--- config.mk ---
export PLATFORM = sky130hd
export DESIGN_NAME = wrc_out_buf
export DESIGN_NICKNAME = d
export VERILOG_FILES = /design/src/wrc_out_buf.sv
export SDC_FILE = /design/constraint.sdc
export NUM_CORES = 1
export LEC_CHECK = 0
export BUFFER_PORTS_ARGS = -buffer_cell sky130_fd_sc_hd__buf_2
export CAP_MARGIN = 25
export CORE_MARGIN = 1.5
export CORE_UTILIZATION = 47
export DETAILED_ROUTE_END_ITERATION = 10
export PLACE_DENSITY = 0.78
export SYNTH_ARGS = -nofsm -noshare
export SYNTH_HDL_FRONTEND = slang
export SYNTH_SLANG_ARGS = --single-unit
--- constraint.sdc ---
create_clock -name i_clk -period 1.8 [get_ports i_clk]
set_input_delay 0.27 -clock i_clk [delete_from_list [all_inputs] [get_ports i_clk]]
set_output_delay 0.27 -clock i_clk [all_outputs]
set_load 0.01 [all_outputs]
--- src/wrc_out_buf.sv ---
module wrc_out_buf #(
    parameter int DW = 8
) (
    input  logic          i_clk,
    input  logic          i_rst_n,
    input  logic          i_valid,
    input  logic [DW-1:0] i_data,
    output logic          o_ready,
    output logic          o_valid,
    input  logic          i_ready,
    output logic [DW-1:0] o_data
);
    logic          r_out_v, r_sk_v;
    logic [DW-1:0] r_out, r_sk;
    logic          push;

    assign o_ready = !r_sk_v;
    assign o_valid = r_out_v;
    assign o_data  = r_out;
    assign push    = i_valid && !r_sk_v;

    // output register with a skid entry behind it
    always_ff @(posedge i_clk) begin
        if (!i_rst_n) begin
            r_out_v <= 1'b0;
            r_sk_v  <= 1'b0;
        end else if (r_out_v && !i_ready) begin
            if (push) begin
                r_sk_v <= 1'b1;
            end
        end else if (r_sk_v) begin
            r_out_v <= 1'b1;
            r_sk_v  <= 1'b0;
        end else begin
            r_out_v <= push;
        end
    end

    always_ff @(posedge i_clk) begin
        if (r_out_v && !i_ready) begin
            if (push) begin
                r_sk <= i_data;
            end
        end else if (r_sk_v) begin
            r_out <= r_sk;
        end else if (push) begin
            r_out <= i_data;
        end
    end

endmodule

==> Yosys cells after proc, flatten, opt, wreduce, memory -nomap -nowiden <==
Cells that the tools add are included.
{ "word_totals": {"reg_bits": 18, "input_bits": 12, "out_inout_bits": 10, "elab_cells": 16} }
{ "op_classes": {"n_mux": 3, "n_bitwise": 1, "n_reduce_logical": 8} }
{ "op_table": {"columns": ["op", "n"], "rows": [
  ["$mux W8", 2],
  ["$reduce_and A2 Y1", 3],
  ["$logic_and A1 B1 Y1", 2],
  ["$logic_not A1 Y1", 2],
  ["$reduce_bool A2 Y1", 1],
  ["$mux W1", 1],
  ["$not A1 Y1", 1]
]} }

==> Longest topological paths before layout <==
Gate-level depths: netlist of run 1.
{ "logic_depth": {"ltp_word": 4, "ltp_mapped": 2, "mapped_depth_nobuf": 2} }

==> Worst setup path after synthesis of run 1 <==
No wires, ideal clock.
{ "synth_path": {"path_kind": "flip-flop to flip-flop", "from": "register r_out_v (netlist: o_valid)", "to": "register r_sk[0] (enable)", "setup_ns": 0.385, "arrival_time_ns": 1.160, "slack_ns": 0.255, "stages_incl_launch_ff": 3, "n_path_buf": 0, "period_less_slack_ns": 1.545, "cell_sequence": "dfxtp_1 nand2b_1 nor3b_1"} }
{ "synth_via": {"elab_chain_len": 2} }
{ "synth_rtl": {"columns": ["element", "line", "text"], "rows": [
  ["start: declaration", "13", "logic r_out_v, r_sk_v;"],
  ["start signal: assignment", "35", "r_out_v <= push;"],
  ["$logic_and A1 B1 Y1", "40", "if (r_out_v && !i_ready) begin"],
  ["$reduce_and A2 Y1 (no source line)", null, null],
  ["end signal: assignment", "42", "r_sk <= i_data;"],
  ["end: declaration", "14", "logic [DW-1:0] r_out, r_sk;"]
]} }
Every way passes these cells.
A chain may end at the register's enable or synchronous reset.

==> Worst setup path after layout of run 1 <==
{ "layout_path": {"from": "register r_sk_v", "to": "output port o_ready"} }
{ "layout_via": {"elab_chain_len": 1} }
{ "layout_rtl": {"columns": ["element", "line", "text"], "rows": [
  ["start: declaration", "13", null],
  ["start signal: assignment", "26", "r_sk_v <= 1'b0;"],
  ["start signal: assignment", "29", "r_sk_v <= 1'b1;"],
  ["start signal: assignment", "33", "r_sk_v <= 1'b0;"],
  ["$logic_not A1 Y1", "17", "assign o_ready = !r_sk_v;"],
  ["end: declaration", "8", "output logic o_ready,"]
]} }
Every way passes these cells.

==> results of run 1 <==
## stage by stage
step	std cells	setup WS (ps)	instance area, um^2
after global routing	75	220	858
after detailed placement	71	361	822
final	75	315	858
after floorplan	34	255	694
after CTS	75	289	858
after global placement	71	424	822
## cells by family after synthesis
kind of cell	after synthesis	synth area share, %
compound gates	1	1.08
flops	18	75.0
buf+inv	2	2.16
simple gates	5	4.50
mux	8	17.3
## registers in the layout, indices dropped and copies added, names as in the netlist
name / flops
o_data: 8
o_valid: 1
r_sk: 8
r_sk_v: 1
## placed cells by master (no fill, tap or decap), types with 2 or more instances in the layout
cell / instances
edfxtp_1: 16
nor3b_1: 2
dfxtp_1: 2
buf_2: 21
clkbuf_4: 3
mux2_4: 8
buf_4: 2
## report_power, final
group / internal [mW] / total [mW] / switching, mW
Sequential: 0.476 / 0.483 / 0.00658
Combinational: 0.0384 / 0.0680 / 0.0296
Clock: 0.123 / 0.244 / 0.121
Total: 0.638 / 0.795 / 0.157
## area by class of cell
| cell class | instances | share of cell area, % |
|---|---|---|
| sequential | 18 | 60.6 |
| multi-input combinational | 14 | 18.5 |
| timing repair buffer | 23 | 14.0 |
| clock buffer | 4 | 4.23 |
| tap | 15 | 2.19 |
| inverter | 1 | 0.437 |
## worst reg2reg max path, cell delays in order (launching register included)
cell and delay, ps:
dfxtp_1 700, nor2_1 160, nor2b_1 130, buf_4 170
## per-layer routing
layer | GRT usage [%] | up-vias | share of wire, %
li1 | - | 182 | -
met1 | 14.8 | 178 | 44
met2 | 17.8 | 15 | 49
met3 | 5.65 | 2 | 6.6
met4 | 7.74 | 0 | 0.72
met5 | 0 | - | 0
## worst paths after layout
path / depth (start not counted) / slack [ps] / endpoint
max: 2 / 310 / o_ready
min: 1 / 170 / r_sk[6]
max reg2reg: 3 / 360 / o_data[2]
min reg2reg: 2 / 530 / r_sk_v
==> summary.md, run 1 <==
| Metric | Value |
|---|---|
| Critical path capture point type | `primary output` |
| Clock Sink Count | `18` |
| Die area | `0.00172 mm^2` |
| Critical path's top delay family | `flip-flops` |
| Routability Congestion | `0.656` |
| Post-Synthesis Cell Area | `694 um^2` |
| Synth top area share | `69.2%` |
| Worst Setup SP | `r_sk_v` |
| Startpoint type of the worst setup path | `flop` |
| Largest net degree at the start of global routing | `12` |
| Layout cells sized above 1 | `58.3%` |
| Root Buffer | `clkbuf_4` |
| Longest Clk Path Bufs | `2` |
| Worst-Margin Slew | `581 ps` |
| #FFs+latches synth | `18` |
| Area added between synthesis and finish | `23.6%` |
| Hold Slack | `roughly 170 ps` |
| Die Span X | `a little over 40 um` |
| Lkg Pwr | `0.346 nW` |
| HPWL Detailed | `between 600 and 700 um` |
| CTS tree | `done` |
| Fmax | `0.673 GHz` |
| Yosys warns | `0` |
| Avg WL per Cell | `13.0 um` |
| # IOs | `22` |
| Min-Delay Path Class | `in -> reg` |
| Final worst path period share | `82.5%` |
| First-pass GRT wire length | `1520 um` |
| Initial DRT Pass Iterations | `4` |
| Reg-to-reg startpoint | `r_sk_v` |
| CTS Hold Bufs | `0` |
| Final Slew Violations | `0` |
| Syn_area_per_cell | `20.4 um^2` |
| Netlist cell types | `10` |
| Core ar. | `0.00133 mm^2` |
| Num CTS Buffers | `3` |
| Critical path arrival | `1220 ps` |
| Nets | `73` |
| Number of max-cap violations | `0` |
| Post-Route Utilization | `about 64%` |
| Hold Fails Final Rpt | `0` |
| Register area | `520 um^2` |
| Share of the yosys chip area belonging to registers | `between 70% and 80%` |
| Post-synth top cells | `edfxtp_1 (16), mux2_4 (8), dfxtp_1 (2), nor3b_1 (2)` |
| CP cell instances | `inv_1, buf_2` |
| Max-slew headroom | `61.2%` |
| Initial Util | `52.1%` |
| Worst endpoint required time | `1530 ps` |
| Pwr Density | `926 mW/mm^2` |
| Setup violations, final | `0` |
| Final Routed Wirelength | `a little under 1000 um` |
| GRT Residual Overflow | `0` |
| Worst Clk Skew | `5.10 ps` |
| Initial antenna violation count | `0` |
| Status | `finished, final reports clean` |
| Slowest stage cell, crit path | `dfxtp_1` |
| Async SR Flop Fraction | `0%` |
| Setup TNS | `0 ps` |
| Clk slew on worst S/H paths | `100 ps` |
| Diode count | `0` |
| Multi-input logic area | `159 um^2` |
| Vias in the first global route | `342` |
| Cell count after synthesis | `34` |
| H-tree depth | `1` |
| Vias | `377` |
| Die H | `41.4 um` |
| Initial DRC Count | `11` |
| Post-cts sizing count | `0` |
| RSZ-0062 raised after global routing | `no` |
| Top post-synthesis cells by area | `edfxtp_1 (69%), mux2_4 (17%), dfxtp_1 (5.8%)` |
| Net count after synthesis | `46` |
| Peak supply drop | `471 uV` |
| Antenna violation net count after detailed routing | `0` |
| Total power | `0.795 mW` |
| Crit path time final | `between 1000 and 1500 ps` |
| Port Buf Inserts | `21` |
| Post-CTS setup buffer count | `0` |
| Max FO, Critical Path | `11` |
| GRT Total Usage | `12.3%` |
| Critical path class | `reg -> out` |
| Most frequent cell after synthesis | `edfxtp_1` |
| Fillers | `104` |
| Drt drc | `0` |
| Worst path bufs/invs | `2` |
| Leading area contributor after synthesis | `edfxtp_1` |
| CP max stage delay | `700 ps` |
| EDFF count, synth | `16` |
| Worst hold start | `i_data[6]` |
| Synth Flop Type | `edfxtp_1` |
| Via/cell ratio | `5.03` |
| # rows | `13` |
| Later-pin clock latency in the skew report | `between 200 and 300 ps` |
No activity file was read; power rests on OpenSTA's default activity.
==> inputs of run 2 (changes only) <==
- ABC_AREA: not set -> 1
- CORE_UTILIZATION: 47 -> 42
- PLACE_DENSITY: 0.78 -> 0.74
- clock period: 1.8 -> 1.36 ns (I/O delays scaled with it)
==> summary.md, run 2 <==
| Metric | Value |
|---|---|
| Largest net degree at the start of global routing | `12` |
| Core ar. | `between 0.001 and 0.0015 mm^2` |
| Lkg Pwr | `about 0.38 nW` |
| Peak supply drop | `799 uV` |
| Commonest non-fill, non-tap cell in the layout | `nand2_1` |
| Max FO, Critical Path | `11` |
| Initial DRC Count | `14` |
| Total power | `1.04 mW` |
| Synth top area share | `a little under three quarters` |
| Crit path time final | `1280 ps` |
| Initial DRT Pass Iterations | `4` |
| Status | `finished, final reports clean` |
| # IOs | `22` |
| Setup TNS | `0 ps` |
| Reg-to-reg startpoint | `r_sk_v` |
| Avg WL per Cell | `11.1 um` |
| RSZ-0062 raised after global routing | `no` |
| Reg2Reg Setup Slack | `260 ps` |
| # rows | `14` |
| GRT Total Usage | `13.9%` |
| Critical path arrival | `1080 ps` |
| Clock Sink Count | `18` |
| Initial antenna violation count | `0` |
| Area added between synthesis and finish | `27.0%` |
| Post-CTS setup buffer count | `0` |
| Drt drc | `0` |
| Clock network fraction of total power | `between 20% and 30%` |
| Critical path capture point type | `primary output` |
| FF-to-FF End | `r_sk[4]` |
| H-tree depth | `1` |
| Via/cell ratio | `4.74` |
| Initial Util | `44.9%` |
| Switching share of power | `19.8%` |
| Number of max-cap violations | `0` |
| Most frequent cells in the layout | `nand2_1 (25), buf_2 (21), edfxtp_1 (16)` |
| First-pass GRT wire length | `1840 um` |
| Fmax | `approximately 0.78 GHz` |
| Final Slew Violations | `0` |
| Yosys warns | `0` |
| Share of the yosys chip area belonging to registers | `between 70% and 80%` |
| Slowest stage cell, crit path | `dfxtp_1` |
| Worst Setup SP | `r_sk_v` |
| Num CTS Buffers | `3` |
| Netlist cell types | `10` |
| Int Power | `0.836 mW` |
| Die H | `42.9 um` |
| Root Buffer | `clkbuf_4` |
| Clk slew on worst S/H paths | `90 ps` |
| CP cell instances | `buf_4, inv_2, buf_2` |
| Syn_area_per_cell | `12.6 um^2` |
| Worst-Margin Slew | `185 ps` |
| CTS Hold Bufs | `0` |
| Worst Reg-to-Reg Cells | `3` |
| Post-synth top cells | `nand2_1 (25), edfxtp_1 (16), nor2_1 (3)` |
| Pwr Density | `1230 mW/mm^2` |
| Port Buf Inserts | `21` |
| HPWL Detailed | `around 830 um` |
| Post-Synthesis Cell Area | `668 um^2` |
| Routability Congestion | `0.707` |
| Setup violations, final | `0` |
| Flop pwr share | `about three fifths` |
| CP max stage delay | `320 ps` |
| Longest Clk Path Bufs | `2` |
| Die area | `0.00184 mm^2` |
| Final Routed Wirelength | `roughly 1100 um` |
| Vias | `460` |
| Nets | `94` |
| EDFF count, synth | `16` |
| CTS tree | `done` |
| Startpoint type of the worst setup path | `flop` |
| Worst endpoint required time | `roughly 1200 ps` |
| Cell count after synthesis | `53` |
| Fillers | `133` |
| Net count after synthesis | `65` |
| Critical Path End | `o_ready` |
| Final worst path period share | `94.4%` |
| Layout cells sized above 1 | `38.3%` |
| Later-pin clock latency in the skew report | `about 280 ps` |
| Synth Flop Type | `edfxtp_1` |
| Top post-synthesis cells by area | `edfxtp_1 (72%), nand2_1 (14%), dfxtp_1 (6.0%)` |
| Vias in the first global route | `433` |
| Max-slew headroom | `87.7%` |
| GRT Residual Overflow | `0` |
| Most frequent cell after synthesis | `nand2_1` |
| #FFs+latches synth | `18` |
| Antenna violation net count after detailed routing | `0` |
| Die Span X | `42.9 um` |
| Async SR Flop Fraction | `0%` |
| Leading area contributor after synthesis | `edfxtp_1` |
| Logic pwr share | `9.0%` |
| Diode count | `0` |
| Min-Delay Path Class | `in -> reg` |
| Hold Crit Depth | `1` |
| Critical path class | `reg -> out` |
| Hold Fails Final Rpt | `0` |
| Worst Clk Skew | `1.32 ps` |
| Post-cts sizing count | `0` |
| Sw Pwr | `0.206 mW` |
[run 2: cell count changes in the layout (fill, tap and decap cells not counted), sizes merged]
cell    previous run  this run
mux2               8         0
nor2b              1         0
a21oi              0         1
nand2b             1         0
inv                1         2
buf               23        25
a21boi             1         0
o21ai              0         1
nor2               1         3
nand2              0        25
nor3b              2         0
nand3              0         2
[run 2: final cells by class]
class / instances / area, um^2 / area share, %
Sequential cell: 18 / 520 / 61.4
Multi-Input combinational cell: 32 / 129 / 15.2
Clock buffer: 4 / 36.3 / 4.28
Timing Repair Buffer: 25 / 135 / 15.9
Inverter: 2 / 7.51 / 0.885
Tap cell: 16 / 20.0 / 2.36
[run 2: metal layers]
metal  GRT usage, %  wire length, um  vias to the layer above
met1           17.7              485                      206
met2           22.4              525                       20
met5              0                0                        -
li1               -                -                      234
met4           3.75                0                        0
met3           5.11               68                        0
[run 2: worst min path at each step]
stage	from	endpoint	slack (ps)
final	i_data[3]	r_sk[3]	110
after global routing	i_data[3]	r_sk[3]	80
after CTS	i_data[1]	r_sk[1]	100
after detailed placement	i_data[1]	r_sk[1]	400
after global placement	i_data[3]	r_sk[3]	400
after floorplan	i_rst_n	o_valid	300
[run 2: logic make-up (layout without fill, tap and decap cells)]
group	Yosys count	after routing	share of synthesized area [%]
AOI/OAI and AO/OA	2	2	2.06
buffers and inverters	3	31	2.81
and+or+nand+nor	30	30	17.2
DFF	18	18	77.9
[run 2: worst max-delay path, delay by kind of cell (launching register included)]
kind	cells	cell delay (ps)
flops	1	320
buf+inv	3	480
[run 2: power by group through the flow]
stage	sequential, mW	combinational (mW)	clock, mW
after detailed placement	0.654	0.0941	0
final	0.641	0.0935	0.308
after CTS	0.642	0.0943	0.319
after global placement	0.653	0.0914	0
after floorplan	0.665	0.0302	0
after global routing	0.643	0.105	0.351
[run 2: through the flow]
stage / worst slack, ps / cells / instance area [um^2] / utilization, % / hold WS [ps]
2_1_floorplan: 114 / 53 / 668 / - / 300
3_3_place_gp: 299 / 93 / 812 / 54.5 / 396
3_5_place_dp: 278 / 93 / 812 / 54.5 / 397
4_1_cts: 80.4 / 97 / 848 / 57.0 / 102
5_1_grt: 11.1 / 97 / 848 / 57.0 / 84.7
6_report: 76.3 / 97 / 848 / 57.0 / 110
