--- src/wrc_pkg.sv ---
package wrc_pkg;

    // register indexes on the configuration port
    localparam int unsigned CFG_IDX_W = 3;
    localparam logic [CFG_IDX_W-1:0] CFG_WINDOW_X = 3'd0;
    localparam logic [CFG_IDX_W-1:0] CFG_WINDOW_Y = 3'd1;
    localparam logic [CFG_IDX_W-1:0] CFG_WINDOW_W = 3'd2;
    localparam logic [CFG_IDX_W-1:0] CFG_WINDOW_H = 3'd3;
    localparam logic [CFG_IDX_W-1:0] CFG_OFFSET_X = 3'd4;
    localparam logic [CFG_IDX_W-1:0] CFG_OFFSET_Y = 3'd5;

    // register widths, whole pixels
    localparam int unsigned WIN_W = 15;
    localparam int unsigned OFF_W = 16;

    // window and drawing offset as held in the register bank
    typedef struct packed {
        logic [WIN_W-1:0] win_x;
        logic [WIN_W-1:0] win_y;
        logic [WIN_W-1:0] win_w;
        logic [WIN_W-1:0] win_h;
        logic [OFF_W-1:0] off_x;
        logic [OFF_W-1:0] off_y;
    } t_cfg;

endpackage

--- src/wrc_geom.sv ---
module wrc_geom #(
    parameter int FRAC_BITS = 8,
    parameter int W_POS     = 24
) (
    input  logic                i_clk,
    input  logic                i_rst_n,
    input  logic                i_en,
    input  logic                i_valid,
    input  logic                i_blit,
    input  logic [W_POS-1:0]    i_dst_pos  [2],
    input  logic [W_POS-2:0]    i_dst_size [2],
    input  logic [W_POS-2:0]    i_src_pos  [2],
    input  logic [W_POS-2:0]    i_src_size [2],
    input  wrc_pkg::t_cfg       i_cfg,
    output logic                o_valid,
    output logic                o_blit,
    output logic                o_vis,
    output logic [W_POS-1:0]    o_pos   [2],
    output logic [W_POS-2:0]    o_size  [2],
    output logic [W_POS-2:0]    o_spos  [2],
    output logic [W_POS-2:0]    o_ssize [2],
    output logic [1:0]          o_need1,
    output logic [W_POS-2:0]    o_a1    [2],
    output logic [W_POS-2:0]    o_c1    [2],
    output logic [1:0]          o_need2,
    output logic [W_POS-2:0]    o_a2    [2],
    output logic [W_POS-2:0]    o_c2    [2]
);
    localparam int W_SIZE = W_POS - 1;
    localparam int W_OFF  = wrc_pkg::OFF_W + FRAC_BITS;
    localparam int PW     = ((W_POS > W_OFF) ? W_POS : W_OFF) + 3;

    logic [wrc_pkg::WIN_W-1:0] win_org [2];
    logic [wrc_pkg::WIN_W-1:0] win_lim [2];
    logic [wrc_pkg::OFF_W-1:0] win_off [2];

    assign win_org[0] = i_cfg.win_x;
    assign win_org[1] = i_cfg.win_y;
    assign win_lim[0] = i_cfg.win_w;
    assign win_lim[1] = i_cfg.win_h;
    assign win_off[0] = i_cfg.off_x;
    assign win_off[1] = i_cfg.off_y;

    // stage 1: apply drawing offset
    logic                r_v1, r_blit1;
    logic signed [PW-1:0] r_pos1 [2], n_pos1 [2];
    logic [W_SIZE-1:0]    r_size1 [2], r_spos1 [2], r_ssize1 [2];

    // stage 2: left / top cut
    logic                r_v2, r_blit2;
    logic [1:0]          r_visl2, n_visl2, r_need1_2, n_need1_2;
    logic signed [PW-1:0] r_pos2 [2], n_pos2 [2];
    logic [W_SIZE-1:0]    r_size2 [2], n_size2 [2], r_a1_2 [2], n_a1_2 [2];
    logic [W_SIZE-1:0]    r_c1_2 [2], r_spos2 [2], r_ssize2 [2];

    // stage 3: right / bottom cut and move to window origin
    logic [1:0]          n_visr3, n_need2_3;
    logic [W_POS-1:0]    n_pos3 [2];
    logic [W_SIZE-1:0]    n_size3 [2], n_a2_3 [2];
    logic                n_vis3;

    always_comb begin
        for (int l = 0; l < 2; l++) begin
            n_pos1[l] = $signed({{(PW-W_POS){i_dst_pos[l][W_POS-1]}}, i_dst_pos[l]})
                      + ($signed({{(PW-wrc_pkg::OFF_W){win_off[l][wrc_pkg::OFF_W-1]}},
                                  win_off[l]}) <<< FRAC_BITS);
        end
    end

    // left cut: nothing survives when the cut reaches the whole size
    always_comb begin
        logic signed [PW-1:0] cut, size_e, diff;
        for (int l = 0; l < 2; l++) begin
            cut          = -r_pos1[l];
            size_e       = $signed({{(PW-W_SIZE){1'b0}}, r_size1[l]});
            diff         = size_e - cut;
            n_need1_2[l] = r_pos1[l][PW-1];
            n_visl2[l]   = !(n_need1_2[l] && (size_e <= cut));
            n_pos2[l]    = n_need1_2[l] ? '0 : r_pos1[l];
            n_size2[l]   = n_need1_2[l] ? diff[W_SIZE-1:0] : r_size1[l];
            n_a1_2[l]    = cut[W_SIZE-1:0];
        end
    end

    // right cut against the window limit
    always_comb begin
        logic signed [PW-1:0] lim, org, size_e, nw, sum;
        for (int l = 0; l < 2; l++) begin
            lim          = $signed({{(PW-wrc_pkg::WIN_W){1'b0}}, win_lim[l]}) <<< FRAC_BITS;
            org          = $signed({{(PW-wrc_pkg::WIN_W){1'b0}}, win_org[l]}) <<< FRAC_BITS;
            size_e       = $signed({{(PW-W_SIZE){1'b0}}, r_size2[l]});
            nw           = lim - r_pos2[l];
            sum          = r_pos2[l] + org;
            n_need2_3[l] = (r_pos2[l] + size_e) > lim;
            n_visr3[l]   = !(n_need2_3[l] && (lim <= r_pos2[l]));
            n_size3[l]   = n_need2_3[l] ? nw[W_SIZE-1:0] : r_size2[l];
            n_a2_3[l]    = r_size2[l] - nw[W_SIZE-1:0];
            n_pos3[l]    = sum[W_POS-1:0];
        end
        n_vis3 = (&r_visl2) && (&n_visr3)
               && !(!r_blit2 && ((n_size3[0] == '0) || (n_size3[1] == '0)));
    end

    // valid bits
    always_ff @(posedge i_clk) begin
        if (!i_rst_n) begin
            r_v1    <= 1'b0;
            r_v2    <= 1'b0;
            o_valid <= 1'b0;
        end else if (i_en) begin
            r_v1    <= i_valid;
            r_v2    <= r_v1;
            o_valid <= r_v2;
        end
    end

    // payload
    always_ff @(posedge i_clk) begin
        if (i_en) begin
            r_blit1   <= i_blit;
            r_blit2   <= r_blit1;
            o_blit    <= r_blit2;
            r_visl2   <= n_visl2;
            r_need1_2 <= n_need1_2;
            o_vis     <= n_vis3;
            o_need1   <= r_need1_2;
            o_need2   <= n_need2_3;
            for (int l = 0; l < 2; l++) begin
                r_pos1[l]   <= n_pos1[l];
                r_size1[l]  <= i_dst_size[l];
                r_spos1[l]  <= i_src_pos[l];
                r_ssize1[l] <= i_src_size[l];
                r_pos2[l]   <= n_pos2[l];
                r_size2[l]  <= n_size2[l];
                r_a1_2[l]   <= n_a1_2[l];
                r_c1_2[l]   <= r_size1[l];
                r_spos2[l]  <= r_spos1[l];
                r_ssize2[l] <= r_ssize1[l];
                o_pos[l]    <= n_pos3[l];
                o_size[l]   <= n_size3[l];
                o_spos[l]   <= r_spos2[l];
                o_ssize[l]  <= r_ssize2[l];
                o_a1[l]     <= r_a1_2[l];
                o_c1[l]     <= r_c1_2[l];
                o_a2[l]     <= n_a2_3[l];
                o_c2[l]     <= r_size2[l];
            end
        end
    end

endmodule

--- config.mk ---
export PLATFORM = sky130hd
export DESIGN_NAME = wrc_geom
export DESIGN_NICKNAME = d
export VERILOG_FILES = /design/src/wrc_pkg.sv /design/src/wrc_geom.sv
export SDC_FILE = /design/constraint.sdc
export NUM_CORES = 1
export LEC_CHECK = 0
export ABC_AREA = 1
export BUFFER_PORTS_ARGS = -buffer_cell sky130_fd_sc_hd__buf_4
export CORE_AREA = 3 3 316 318
export CTS_CLUSTER_SIZE = 25
export DETAILED_ROUTE_END_ITERATION = 8
export DIE_AREA = 0 0 319 321
export PLACE_DENSITY = 0.6
export SYNTH_ARGS = -nofsm -noshare
export SYNTH_HDL_FRONTEND = slang
export SYNTH_SLANG_ARGS = --single-unit
--- constraint.sdc ---
create_clock -name i_clk -period 12.6 [get_ports i_clk]
set_input_delay 2.52 -clock i_clk [delete_from_list [all_inputs] [get_ports i_clk]]
set_output_delay 2.52 -clock i_clk [all_outputs]
set_load 0.05 [all_outputs]
== Word level (Yosys, flattened, before mapping) ==
Memories as Yosys holds them, arrays and structs flattened. A register that Yosys moved wholly into a read port is not among the register bits.
Index checks and enable logic that the tools add are counted.
Widths: inputs -> output; s select.

* Flip-flop bits (word level): 201
* Bits in latches: 0
* RAM bits: 474
* Bits in read-only memories: 0
* Input port bits: 283
* Output and inout port bits: 377
* Word-level logic and storage cells: 75
* Memories kept: 10

* Add/subtract/negate cells: 14
* Multiply operators: 0
* Divide/modulo/power cells: 0
* $lt $le $gt $ge: 6
* Equality and inequality tests: 0
* Shift-type cells: 0
* Mux-type cells: 8
* Bitwise operators: 0
* Reduce and logical (&&, ||, !) cells: 18

{| class="wikitable"
|+ Memory list
! name !! words !! bits a word !! rd ports !! clocked after memory_dff !! write ports !! line !! text
|-
| r_pos1 || 2 || 27 || 2 || 0 || 2 || wrc_geom.sv:46 || <nowiki>logic signed [PW-1:0] r_pos1 [2], n_pos1 [2];</nowiki>
|-
| r_pos2 || 2 || 26 || 2 || 0 || 2 || wrc_geom.sv:52 || <nowiki>logic signed [PW-1:0] r_pos2 [2], n_pos2 [2];</nowiki>
|-
| r_a1_2 || 2 || 23 || 2 || 2 || 2 || wrc_geom.sv:53 || <nowiki>logic [W_SIZE-1:0] r_size2 [2], n_size2 [2], r_a1_2 [2], n_a1_2 [2];</nowiki>
|-
| r_c1_2 || 2 || 23 || 2 || 2 || 2 || wrc_geom.sv:54 || <nowiki>logic [W_SIZE-1:0] r_c1_2 [2], r_spos2 [2], r_ssize2 [2];</nowiki>
|-
| r_size1 || 2 || 23 || 2 || 0 || 2 || wrc_geom.sv:47 || <nowiki>logic [W_SIZE-1:0] r_size1 [2], r_spos1 [2], r_ssize1 [2];</nowiki>
|-
| r_size2 || 2 || 23 || 2 || 0 || 2 || wrc_geom.sv:53 ||
|-
| +4 memories || - || - || - || - || - || - ||
|}

{| class="wikitable"
|+ Operator list
! kind !! number
|-
| $sub 23x23->23 || 6
|-
| $le 24x27->1 || 4
|-
| $mux 23 || 4
|-
| $add 27x24->27 || 2
|-
| $gt 27x24->1 || 2
|-
| $neg 27->27 || 2
|-
| $mux 26 || 2
|-
| $add 24x24->25 || 2
|-
| $add 24x24->24 || 2
|-
| $logic_not 23->1 || 2
|-
| $logic_and 1x1->1 || 7
|-
| $logic_not 1->1 || 6
|-
| $reduce_and 2->1 || 2
|-
| $mux 1 || 2
|-
| $logic_or 1x1->1 || 1
|}

== Longest topological paths before layout ==
An unclocked memory read counts as a cell.

* Depth after elaboration: 9
* Mapped depth: 34
* Mapped depth without buffers: 33

== Worst setup path after synthesis ==
Ideal clock, no wire load.

* Path kind: in2reg
* Start point: input port i_cfg[32] (netlist bit)
* End point: register o_a2[21] (netlist bit) (data pin)
* Setup time: 0.264 ns
* Arrival: 5.220 ns
* Data required time: 12.336 ns
* Slack: 7.116 ns
* Stages on the path: 18
* Buffers on the path: 0
* Cells stage by stage: ha_1 nand4_1 nor2_1 a21oi_1 o21ai_0 xor2_1 inv_1 ha_1 nand2_1 nor2_1 inv_1 nor4_1 a21oi_1 nor3_1 nor2_1 o21ai_0 a31oi_1 xor2_1

{| class="wikitable"
|+ RTL lines
! item !! line !! text
|-
| from (decl) || wrc_geom.sv:14 || <nowiki>input wrc_pkg::t_cfg i_cfg,</nowiki>
|-
| to (signal, indexed assignment) || wrc_geom.sv:145 || <nowiki>o_a2[l] <= n_a2_3[l];</nowiki>
|-
| to (decl) || wrc_geom.sv:26 || <nowiki>output logic [W_POS-2:0] o_a2 [2],</nowiki>
|}

==> results.md <==
- The run finished with clean final reports.
- The worst setup path is captured at a register.
- After detailed routing, the number of vias per cell comes to 4.96.
- The number of antenna violations at the first check in global routing is 16.
- The critical path start-end classification is reg2reg.
- The number of enable flip-flop cells after synthesis is 850.
- The pin count of the biggest net entering global routing is 186.
- The maximum fanout count along the critical path is 27.
- Once the clock tree was built, the setup fixing pass inserted 0 buffers.
- The worst endpoint required time is 13.00 ns.
- Buffers inserted to repair hold after CTS numbered 0.
- The worst-case IR drop observed on VDD is 125 uV.
- edfxtp_1 takes more of the synthesized area than any other cell.
- After clock tree synthesis, the clock-pin slew on the worst setup and hold paths is 0.07 ns.
- The via count is 28100.
- The share of flip-flops with an asynchronous set or reset is 0%.
- The final-report hold violation count is 0.
- The via count of the first global-routing pass is 27400.
- The I/O pin count is 660.
- Summing all non-filler instances in the final layout gives an area of 50500 um2.
- The global-route wire length before repair is 168000 um.
- STA classifies the critical path startpoint as a register.
- The flip-flop cell with the highest count after synthesis is edfxtp_1.
- The estimated wirelength of the detail-placed design is 91000 um.
- After detailed placement, the total cell area comes to 47300 um2.
- Once layout is complete, the utilization of the core stands at 52.1%.
- Max-cap violations in this run came to 0.
- The slowest stage of the critical path is the edfxtp_1 cell.
- In this run the remaining antenna-violating nets after routing total 0.
- For this block, the initial DRC count from the detailed router was 2287.
- Clock skew on the completed layout was measured at 0.0289 ns.
- For this configuration, the core starts out at a cell density of 42.1%.
- The most used cell along the critical path is nand2_1.
- In the final routed layout, each cell accounts on average for 20.1 um.
- Clock latency on the worst-skew pair, taken at its later pin, is 0.66 ns.
- The overall die height is 321 um.
- The delay of the slowest critical-path stage is 0.58 ns.
- The maximum clock frequency is 177 MHz.
- Headroom to the max-slew limit came out at 24.7%.
- The die covers 102000 um2.
- Counting flops and latches in the post-synthesis netlist gives 853.
- Leaving out fill and tap cells, the most frequent cells in the layout are edfxtp_1, nand2_1, buf_4.
- The total of endpoints with negative setup slack in the final report is 0.
- Counting along the longest clock path gives a buffer depth of 3.
- After detailed routing, the number of remaining DRC violations is 0.
- The sink count of the clock tree is 853.
- The min-delay analysis places its worst path in the category reg2reg.
- The total placed cells including tap cells is 5490.
- In the post-synthesis netlist, the biggest area contributors are edfxtp_1, ha_1, nand2_1.
- The number of iterations in the first detailed-routing pass is 5.
- The area growth from synthesis to layout is 23.7%.
- The number of levels the H-tree was split into is 3.
- After synthesis, the largest area contributor takes up 62.5% of total cell area.
- The floorplan step defined a core boundary enclosing 96900 um2.
- The data arrival time of the worst path is 6.04 ns.
- The TritonCTS clock tree is built.
- The total power is 9.41 mW.
- At the end of the flow, the number of nets in the layout was 4862.
- At the end of routability-driven placement, the weighted congestion stood at 0.924.
- The largest registers in the layout are r_pos1 (50), r_pos2 (50), o_pos (48).
- The number of distinct library cell variants in the gate-level netlist after synthesis is 60.
- For the final routed database, the setup TNS stands at 0 ns.
- Setup repair after global routing left no endpoint under its margin.
- The leakage component of the power is 21.7 nW.
- The register area share after synthesis is 62.7%.
- The leading cell type in the layout, fill and taps excluded is edfxtp_1.
- The number of pins exceeding their max-slew limit in the final report is 0.
- The post-cts sizing count is 0.
- The minimum clock period after layout is 5.64 ns.
- In this run the mean area of a mapped cell was 11.4 um2.
- The final standard cell count with taps included and fillers excluded is 5665.
- The overflow left after global routing is 0.
- After detailed routing, the total wire length is 114000 um.
- Clock tree synthesis inserted a total of 91 buffers.
- At the pin with the least slew margin, the transition time is 1.13 ns.
- The final critical path takes up 44.7% of the cycle.
- The root buffer cell chosen for the clock tree is clkbuf_16.
- The count of input and output buffers is 659.
- The share of cells above drive strength 1 is 19.3%.
- The total routing resource utilization after global routing is 21.6%.
- The synthesized instance count is 3569.
- The number of fill cells in the layout is 8633.
- Dividing total power by cell area gives a power density of 187 nW/um2.
- The synthesized netlist occupies a cell area of 40800 um2.
- The number of rows created at floorplan is 114.
- In this run the horizontal extent of the chip is 319 um.
- During synthesis, Yosys emitted a total of 0 warnings.
==> worst paths after layout <==
kind                  startpoint              to  slack, ns  cells past startpoint
hold reg to reg   r_spos1[0][33]  r_spos2[0][33]       0.41                      0
hold / removal    r_spos1[0][33]  r_spos2[0][33]       0.41                      0
setup / recovery   r_size2[0][8]           o_vis       6.96                     30
setup reg to reg   r_size2[0][8]           o_vis       6.96                     30
==> power by group <==
| group | switching, mW | leakage (nW) | internal [mW] |
|---|---|---|---|
| Sequential | 0.227 | 8.38 | 3.59 |
| Combinational | 1.93 | 11.8 | 0.902 |
| Clock | 1.10 | 1.51 | 1.66 |
==> Yosys cell counts, types with 5 or more instances <==
master	number
a21o_1	10
nand3b_1	5
o21bai_1	11
ha_1	262
a21boi_0	5
a211oi_1	5
nand3_1	157
nor2_1	277
fa_1	10
buf_6	5
xor2_1	146
a31oi_1	16
or2_2	5
nand2_1	683
o21ai_0	147
nor3_1	29
edfxtp_1	850
nand4_1	41
o221ai_1	5
a21oi_1	240
clkbuf_1	17
o21a_1	12
nor4_1	13
nand3_2	5
o21ai_1	8
xnor2_1	74
inv_1	463
==> per-stage QoR <==
step	setup slack (ns)	hold slack, ns
floorplan	7.12	0.400
global placement	6.53	0.400
detailed placement	6.52	0.405
CTS	7.03	0.403
global route	6.52	0.407
finish	6.96	0.412
==> worst max-delay path: cells and delay by family, from the launching register on <==
family / cells / cell delay (ns)
AO/OA/AOI/OAI: 5 / 1.44
adder cells (fa/ha/maj): 2 / 0.72
flip-flops: 1 / 0.58
buffers and inverters: 1 / 0.08
XOR/XNOR: 1 / 0.18
AND/OR/NAND/NOR: 21 / 2.36
==> cell families (layout without fill, tap and decap cells) <==
kind of cell	Yosys count	count (layout)	share of synthesized area (%)
other	1	10	0.00919
adders and majority gates	272	272	8.52
and+or+nand+nor	1240	1240	12.8
buffers and inverters	492	1303	4.63
AOI/OAI and AO/OA	491	491	6.67
xor gates and xnor gates	220	220	4.72
DFF	853	853	62.7
==> area by class of cell <==
type                    instances  area (um2)  area share, %
diodes                          8        20.0         0.0397
multi-input cells            2225       13300           26.4
repair buffers                670        5060           10.0
clock inverters                55         656           1.30
inverters                     466        1750           3.47
well taps                    1276        1600           3.16
clock buffers                 112        2460           4.88
flip-flops and latches        853       25600           50.7
==> per-layer routing <==
metal / global-route usage [%] / vias to the layer above / part of all wire (%)
li1: - / 13900 / -
met1: 30.4 / 13300 / 46
met2: 33.4 / 826 / 44
met3: 5.64 / 132 / 7.7
met4: 5.98 / 16 / 2.0
met5: 0 / - / 0.10
No activity file was read; power rests on OpenSTA's default activity.
